===== src/hdl/semt_pkg.sv =====
// Shared constants and types of the sorted edit mark table.
package semt_pkg;
	localparam int MAX_MARKS = 64;
	localparam int POS_BITS = 24;
	localparam int ADDR_W = $clog2(MAX_MARKS);
	localparam int CNT_W = $clog2(MAX_MARKS + 1);
	localparam int OUT_CNT_W = 7;
	localparam int OUT_W = 72;

	typedef enum logic [1:0] {
		ACT_INSERT = 2'd0,
		ACT_QUERY  = 2'd1,
		ACT_CLEAR  = 2'd2,
		ACT_NONE   = 2'd3
	} action_t;

	typedef enum logic [4:0] {
		ST_IDLE   = 5'b00001,
		ST_INS_RD = 5'b00010,
		ST_INS_CMP = 5'b00100,
		ST_SCAN   = 5'b01000,
		ST_FIN    = 5'b10000
	} state_t;
endpackage


===== src/hdl/sorted_edit_mark_table_top.sv =====
// Sorted edit mark table: insert, query, clear and sequence count over a sorted mark memory.
// Operation: an insert shifts larger marks up one slot at a time from the top until its place is found,
// then a scan reads the stored marks in order, then the result loads into the output register.
// Items are taken one at a time: the next beat is accepted only after the result loads, and
// an output beat that is not yet accepted holds off the load.
// Reset: arst_n clears the mark count and control; memory contents stay undefined.
module sorted_edit_mark_table_top (
	input  logic        clk,
	input  logic        arst_n,
	input  logic        s_axis_tvalid,
	output logic        s_axis_tready,
	input  logic [23:0] s_axis_tdata,  // query_position
	input  logic [1:0]  s_axis_tuser,  // action
	output logic        m_axis_tvalid,
	input  logic        m_axis_tready,
	// status, exact_hit, prev_valid, prev_position, next_valid, next_position,
	// mark_count, sequence_count, zero fill
	output logic [71:0] m_axis_tdata
);
	localparam int AW = semt_pkg::ADDR_W;
	localparam int CW = semt_pkg::CNT_W;
	localparam int PW = semt_pkg::POS_BITS;
	localparam int OW = semt_pkg::OUT_CNT_W;

	logic [PW-1:0] mem [semt_pkg::MAX_MARKS];
	logic [PW-1:0] rdata;
	logic [AW-1:0] raddr;
	logic          we;
	logic [AW-1:0] waddr;
	logic [PW-1:0] wdata;

	semt_pkg::state_t  state_q, state_d;
	semt_pkg::action_t act_q;
	logic [PW-1:0] pos_q;
	logic          status_q;
	logic [CW-1:0] count_q;
	logic [CW-1:0] i_q;
	logic [CW-1:0] ri_q;
	logic          rv_s1;
	logic          held_v_q;
	logic [PW-1:0] held_q;
	logic          phase_q;
	logic [PW-1:0] beg_q;
	logic [CW-1:0] seq_q;
	logic          hit_q, pv_q, nv_q;
	logic [PW-1:0] pp_q, np_q;

	logic          ph_f;
	logic [PW-1:0] beg_f;
	logic [CW-1:0] seq_f;
	logic [CW-1:0] seq_out;
	logic          scan_issue;

	assign s_axis_tready = (state_q == semt_pkg::ST_IDLE);
	assign scan_issue = (ri_q < count_q);

	always_ff @(posedge clk) begin
		if (we) begin
			mem[waddr] <= wdata;
		end
		rdata <= mem[raddr];
	end

	always_comb begin
		state_d = state_q;
		raddr = ri_q[AW-1:0];
		we = 1'b0;
		waddr = i_q[AW-1:0];
		wdata = pos_q;
		unique case (state_q)
			semt_pkg::ST_IDLE: begin
				if (s_axis_tvalid) begin
					if (semt_pkg::action_t'(s_axis_tuser) == semt_pkg::ACT_INSERT &&
							count_q < CW'(semt_pkg::MAX_MARKS)) begin
						state_d = semt_pkg::ST_INS_RD;
					end else begin
						state_d = semt_pkg::ST_SCAN;
					end
				end
			end
			semt_pkg::ST_INS_RD: begin
				raddr = AW'(i_q - CW'(1));
				if (i_q == '0) begin
					we = 1'b1;
					state_d = semt_pkg::ST_SCAN;
				end else begin
					state_d = semt_pkg::ST_INS_CMP;
				end
			end
			semt_pkg::ST_INS_CMP: begin
				we = 1'b1;
				if (rdata > pos_q) begin
					wdata = rdata;
					state_d = semt_pkg::ST_INS_RD;
				end else begin
					state_d = semt_pkg::ST_SCAN;
				end
			end
			semt_pkg::ST_SCAN: begin
				if (!scan_issue && !rv_s1) begin
					state_d = semt_pkg::ST_FIN;
				end
			end
			semt_pkg::ST_FIN: begin
				if (!m_axis_tvalid || m_axis_tready) begin
					state_d = semt_pkg::ST_IDLE;
				end
			end
			default: state_d = semt_pkg::ST_IDLE;
		endcase
	end

	always_comb begin
		ph_f = phase_q;
		beg_f = beg_q;
		seq_f = seq_q;
		if (held_v_q) begin
			if (!phase_q) begin
				ph_f = 1'b1;
				beg_f = held_q;
			end else begin
				ph_f = 1'b0;
				seq_f = seq_q + CW'(1);
			end
		end
		seq_out = seq_f;
		if (ph_f) begin
			seq_out = seq_f + CW'(1);
			if (seq_f == '0 && beg_f == '0) begin
				seq_out = '0;
			end
		end
	end

	always_ff @(posedge clk or negedge arst_n) begin
		if (!arst_n) begin
			state_q <= semt_pkg::ST_IDLE;
			count_q <= '0;
			m_axis_tvalid <= 1'b0;
			rv_s1 <= 1'b0;
			ri_q <= '0;
			held_v_q <= 1'b0;
			phase_q <= 1'b0;
			seq_q <= '0;
			hit_q <= 1'b0;
			pv_q <= 1'b0;
			nv_q <= 1'b0;
		end else begin
			state_q <= state_d;
			if (state_q == semt_pkg::ST_FIN && (!m_axis_tvalid || m_axis_tready)) begin
				m_axis_tvalid <= 1'b1;
			end else if (m_axis_tready) begin
				m_axis_tvalid <= 1'b0;
			end
			if (state_q == semt_pkg::ST_IDLE && s_axis_tvalid) begin
				if (semt_pkg::action_t'(s_axis_tuser) == semt_pkg::ACT_CLEAR) begin
					count_q <= '0;
				end
			end
			if (state_q == semt_pkg::ST_INS_RD && i_q == '0) begin
				count_q <= count_q + CW'(1);
			end
			if (state_q == semt_pkg::ST_INS_CMP && !(rdata > pos_q)) begin
				count_q <= count_q + CW'(1);
			end
			if (state_q != semt_pkg::ST_SCAN && state_q != semt_pkg::ST_FIN) begin
				rv_s1 <= 1'b0;
				ri_q <= '0;
				held_v_q <= 1'b0;
				phase_q <= 1'b0;
				seq_q <= '0;
				hit_q <= 1'b0;
				pv_q <= 1'b0;
				nv_q <= 1'b0;
			end else begin
				rv_s1 <= scan_issue;
				if (scan_issue) begin
					ri_q <= ri_q + CW'(1);
				end
				if (rv_s1) begin
					if (act_q == semt_pkg::ACT_QUERY) begin
						if (rdata == pos_q) begin
							hit_q <= 1'b1;
						end
						if (rdata < pos_q) begin
							pv_q <= 1'b1;
						end
						if (rdata > pos_q && !nv_q) begin
							nv_q <= 1'b1;
						end
					end
					if (held_v_q) begin
						if (held_q == rdata) begin
							held_v_q <= 1'b0;
						end else begin
							phase_q <= ~phase_q;
							if (phase_q) begin
								seq_q <= seq_q + CW'(1);
							end
						end
					end else begin
						held_v_q <= 1'b1;
					end
				end
			end
		end
	end

	always_ff @(posedge clk) begin
		if (state_q == semt_pkg::ST_IDLE && s_axis_tvalid) begin
			act_q <= semt_pkg::action_t'(s_axis_tuser);
			pos_q <= PW'(s_axis_tdata);
			i_q <= count_q;
			status_q <= (semt_pkg::action_t'(s_axis_tuser) == semt_pkg::ACT_INSERT) &&
				(count_q >= CW'(semt_pkg::MAX_MARKS));
		end
		if (state_q == semt_pkg::ST_INS_CMP && rdata > pos_q) begin
			i_q <= i_q - CW'(1);
		end
		if (state_q == semt_pkg::ST_SCAN && rv_s1) begin
			if (act_q == semt_pkg::ACT_QUERY) begin
				if (rdata < pos_q) begin
					pp_q <= rdata;
				end
				if (rdata > pos_q && !nv_q) begin
					np_q <= rdata;
				end
			end
			if (held_v_q) begin
				if (held_q != rdata) begin
					if (!phase_q) begin
						beg_q <= held_q;
					end
					held_q <= rdata;
				end
			end else begin
				held_q <= rdata;
			end
		end
		if (state_q == semt_pkg::ST_FIN && (!m_axis_tvalid || m_axis_tready)) begin
			m_axis_tdata <= {6'd0, OW'(seq_out), OW'(count_q),
				nv_q ? np_q : {PW{1'b0}}, nv_q,
				pv_q ? pp_q : {PW{1'b0}}, pv_q, hit_q, status_q};
		end
	end
endmodule


===== config.mk =====
export PLATFORM = sky130hd
export DESIGN_NAME = sorted_edit_mark_table_top
export DESIGN_NICKNAME = d
export VERILOG_FILES = /design/src/hdl/semt_pkg.sv /design/src/hdl/sorted_edit_mark_table_top.sv
export SDC_FILE = /design/constraint.sdc
export NUM_CORES = 2
export LEC_CHECK = 0
export BUFFER_PORTS_ARGS = -buffer_cell sky130_fd_sc_hd__buf_2
export CORE_AREA = 2 2 422 424
export CTS_BUF_LIST = sky130_fd_sc_hd__clkbuf_8
export DETAILED_ROUTE_END_ITERATION = 10
export DIE_AREA = 0 0 424 426
export PLACE_DENSITY = 0.54
export SYNTH_ARGS = -nofsm -noshare
export SYNTH_HDL_FRONTEND = slang
export SYNTH_SLANG_ARGS = --single-unit

===== constraint.sdc =====
create_clock -name clk -period 5.85 [get_ports clk]
set_input_delay 0.2925 -clock clk [delete_from_list [all_inputs] [get_ports clk]]
set_output_delay 0.2925 -clock clk [all_outputs]
set_load 0.02 [all_outputs]

==> metrics.md <==
| Metric | Value |
|---|---|
| Power share of the clock group | 36.2% |
| Vias | 42,500 |
| Area grow syn2layout | 15.1% |
| Nets | 5,128 |
| VDD IR-drop max | around 0.00023 V |
| Crit path to | rdata[13]$_DFF_P_ |
| Die area | 181,000 um^2 |
| Worst-Skew Late Latency | ~1.0 ns |
| Worst slew margin | -1.95% |
| Initial antenna violation count | 15 |
| Hold_ws | 0.0905 ns |
| CP Launch Point | i_q[0]$_DFFE_PP_ |
| Post-synthesis compound-gate area fraction | 5.34% |
| Hold Fails Final Rpt | 0 |
| Final Skew | 0.0747 ns |
| Worst Setup Start Kind | flop |
| Max H-tree Level | 5 |
| # DRC | 0 |
| Clock tree sinks | 1,789 |
| Clock slew at reported path FFs | 0.06 ns |
| Largest net degree at the start of global routing | 98 |
| Ports | between 100 and 150 |
| Top cell type's share of synthesized area | 74.4% |
| Placeable Area | 176,000 um^2 |
| Antenna Nets Post-Route | 0 |
| Post-Synth XOR/XNOR Area | 0.601% |
| Worst min-delay path class | in2reg |
| Setup TNS | 0 ns |
| Total power | 28,200 uW |
| Post-synth EDFFs | approximately 1,700 |
| GRT Resource Usage Total | 23.1% |
| CTS Buffer Depth | 4 |
| Die extent in y | 426 um |
| Final slew viol count | 1 |
| Multiplexer share of the synthesized area | ~5% |
| CP max FO | 32 |
| Root Buffer | clkbuf_8 |
| P_leak | 0.0264 uW |
| CP required | 6.65 ns |
| Post-synthesis simple-gate area fraction | 9.97% |
| Seq/Total Area, Yosys | 76.3% |
| Post-synth cell types | 60 |
| Crit share post-route | 89.1% |
| Avg WL per Cell | around 28 um |
| Least-Margin Pin Slew | 1.53 ns |
| Rows | about 150 |
| Largest family of logic cells by synthesized area | simple AND/OR/NAND/NOR gates |
| Logic pwr share | 10.5% |
| Final wirelength | approximately 210,000 um |
| FMAX | 192 MHz |
| Internal power | 20,900 uW |
| Status | finished, violations left |
| Initial Util | around two fifths |
| Final setup fails | 0 |
| FF+latch count, synth | 1,789 |
| TritonCTS Buffers | between 300 and 400 |
| Die X | 424 um |
| Pwr Density | 350 nW/um^2 |
| Dpl hpwl | 122,000 um |
| Top_reg_cell synth | edfxtp_1 |
| Syn Inst Count | around 4,700 |
| Reg power frac | about 53% |
| Crit path arrival time | 6.01 ns |
| CTS tree | built |
| First-pass GRT wire length | 299,000 um |
| Grt ovf | 0 |
| Element type at the critical path end | flop |
| Avg Cell Area, Syn | 15.0 um^2 |
| Via density per instance | ~5.6 |
| Max_cap viols | 1 |
| Leading area contributor after synthesis | edfxtp_1 |
| Worst reg-to-reg setup slack | 0.64 ns |
| Routability Congestion | 0.835 |
| Net Sw Frac | 25.7% |
| Synth Cell Area | between 60,000 and 70,000 um^2 |
| Layout cells sized above 1 | ~15% |
| Yosys warnings | 0 |
| Hold_sp | s_axis_tdata[13] |
| Final min period | 5.21 ns |
| Largest cells by area after synthesis | edfxtp_1 74%, nand2_1 5.4%, mux2i_1 4.3% |
| R2r worst-path depth | 10 |
| Post-Synth Adder-Cell Area | 0.644% |
| Reg2reg start | i_q[0]$_DFFE_PP_ |
| Post-synth ARST share | 1.84% |
| Initial DRC count | 4,550 |
| Failing checks | max-capacitance violations, max-slew violations |
| Vias in the first global route | 41,000 |
| Switch Pwr | 7240 uW |
| Setup CP Type | reg2reg |
| TritonRoute pass-1 iters | 5 |
| IO Port Bufs | 97 |
| RSZ-0062 raised after global routing | no |
| FF-to-FF End | rdata[13]$_DFF_P_ |
-- cells in the mapped netlist, types with 5 or more instances --
cell type and count:
a31oi_1 149, mux2_2 52, a211oi_1 7, o22ai_1 24, nor4_1 40, dfrtp_1 32, a221oi_1 49, clkbuf_1 143
inv_1 41, o21ai_0 25, a21o_1 6, buf_2 74, nand4_1 11, nand2b_1 7, and2_1 54, buf_4 29
ha_1 36, nand3b_1 7, a32o_1 46, dfxtp_1 24, nor2b_1 6, nand2_1 1005, nor2_1 116, nand3_1 314
mux2i_1 300, a32oi_1 144, buf_6 5, a21oi_1 23, buf_1 26, or4_1 25, xnor2_1 19, edfxtp_1 1732
nor3_1 12, xor2_1 29
-- cell families (layout without fill, tap and decap cells) --
| logic type | count (synthesis) | in the layout |
|---|---|---|
| simple gates | 1616 | 1616 |
| xor+xnor | 48 | 48 |
| compound gates | 494 | 494 |
| other cells | 1 | 12 |
| buf+inv | 318 | 916 |
| fa+ha+maj | 36 | 36 |
| flops | 1789 | 1789 |
| mux | 352 | 352 |
-- per-layer routing --
| layer | share of wire [%] | global-route usage [%] |
|---|---|---|
| met1 | 42 | 31.8 |
| met2 | 47 | 36.6 |
| met3 | 7.8 | 4.74 |
| met4 | 3.2 | 7.76 |
| met5 | 0.0057 | 0 |
-- power groups by stage --
stage                     Combinational [uW]  Sequential [uW]  Clock, uW
after global routing                    3130            15000      11000
after global placement                  2880            15300          0
final                                   2950            15000      10200
after CTS                               2940            15000      10400
after detailed placement                2910            15300          0
after floorplan                         1450            15200          0
-- sequential cells by signal (all words and copies together) (netlist names) --
| register | cells |
|---|---|
| count_q | 7 |
| rv_s1 | 1 |
| beg_q | 24 |
| m_axis_tdata | 66 |
| m_axis_tvalid | 1 |
| np_q | 24 |
| act_q | 2 |
| rdata | 24 |
| i_q | 7 |
| hit_q | 1 |
| ri_q | 7 |
| held_q | 24 |
| pos_q | 24 |
| nv_q | 1 |
| pp_q | 24 |
| held_v_q | 1 |
| phase_q | 1 |
| mem | 1536 |
| seq_q | 7 |
| status_q | 1 |
| pv_q | 1 |
| state_q | 5 |
-- worst max-delay path: stages, from the launching register on --
cell and delay (ns):
edfxtp_1 0.65, inv_1 0.20, ha_1 0.36, nand3_1 0.16, o21a_4 0.55, buf_4 0.56
mux2i_1 0.16, a32oi_1 0.19, a31oi_1 0.23, or4_1 0.67, nor4_1 1.23
-- what timing repair did --
item,CTS,global route
endpoints found under the hold margin,79,0
setup buffers,0,0
hold buffers,52,0
resized for setup,0,0
-- worst min path at each step --
stage / to / slack [ns] / depth (start not counted)
3_5_place_dp: seq_q[6]$_DFFE_PN0P_ / 0.44 / 1
3_3_place_gp: m_axis_tvalid$_DFFE_PN0P_ / 0.43 / 1
2_1_floorplan: count_q[0]$_DFFE_PN0P_ / -0.003 / 0
5_1_grt: pos_q[13]$_DFFE_PP_ / 0.03 / 2
4_1_cts: pos_q[13]$_DFFE_PP_ / 0.01 / 2
6_report: pos_q[13]$_DFFE_PP_ / 0.09 / 2
-- cell type report --
cell class	count	area (um^2)
Fill cell	15500	95200
Sequential cell	1789	53300
Multi-Input combinational cell	2552	15500
Clock buffer	328	4510
Timing Repair Buffer	370	3240
Tap cell	2340	2930
Clock inverter	177	843
Inverter	41	154
Antenna cell	6	15.0
-- placed cells by master, fill, tap and decap left out, types with 39 or more instances in the layout --
| cell type | count |
|---|---|
| edfxtp_1 | 1732 |
| nand2_1 | 1001 |
| clkbuf_8 | 328 |
| nand3_1 | 314 |
| mux2i_1 | 300 |
| buf_4 | 176 |
| a31oi_1 | 149 |
| inv_1 | 146 |
| a32oi_1 | 144 |
| buf_2 | 97 |
| nor2_2 | 64 |
| and2_1 | 54 |
| clkinv_1 | 54 |
| nor2_1 | 52 |
| mux2_2 | 52 |
| dlygate4sd3_1 | 51 |
| a221oi_1 | 47 |
| a32o_1 | 46 |
| buf_12 | 46 |
| nor4_1 | 39 |
-- stage by stage --
stage	util, %	worst slack (ns)	area [um^2]	instances
floorplan	-	0.444	69900	4659
global placement	42.4	0.988	74600	7038
detailed placement	42.4	0.965	74600	7039
CTS	45.8	0.923	80500	7596
global route	45.8	0.510	80500	7599
finish	45.8	0.639	80500	7603
No activity file was read; power rests on OpenSTA's default activity.
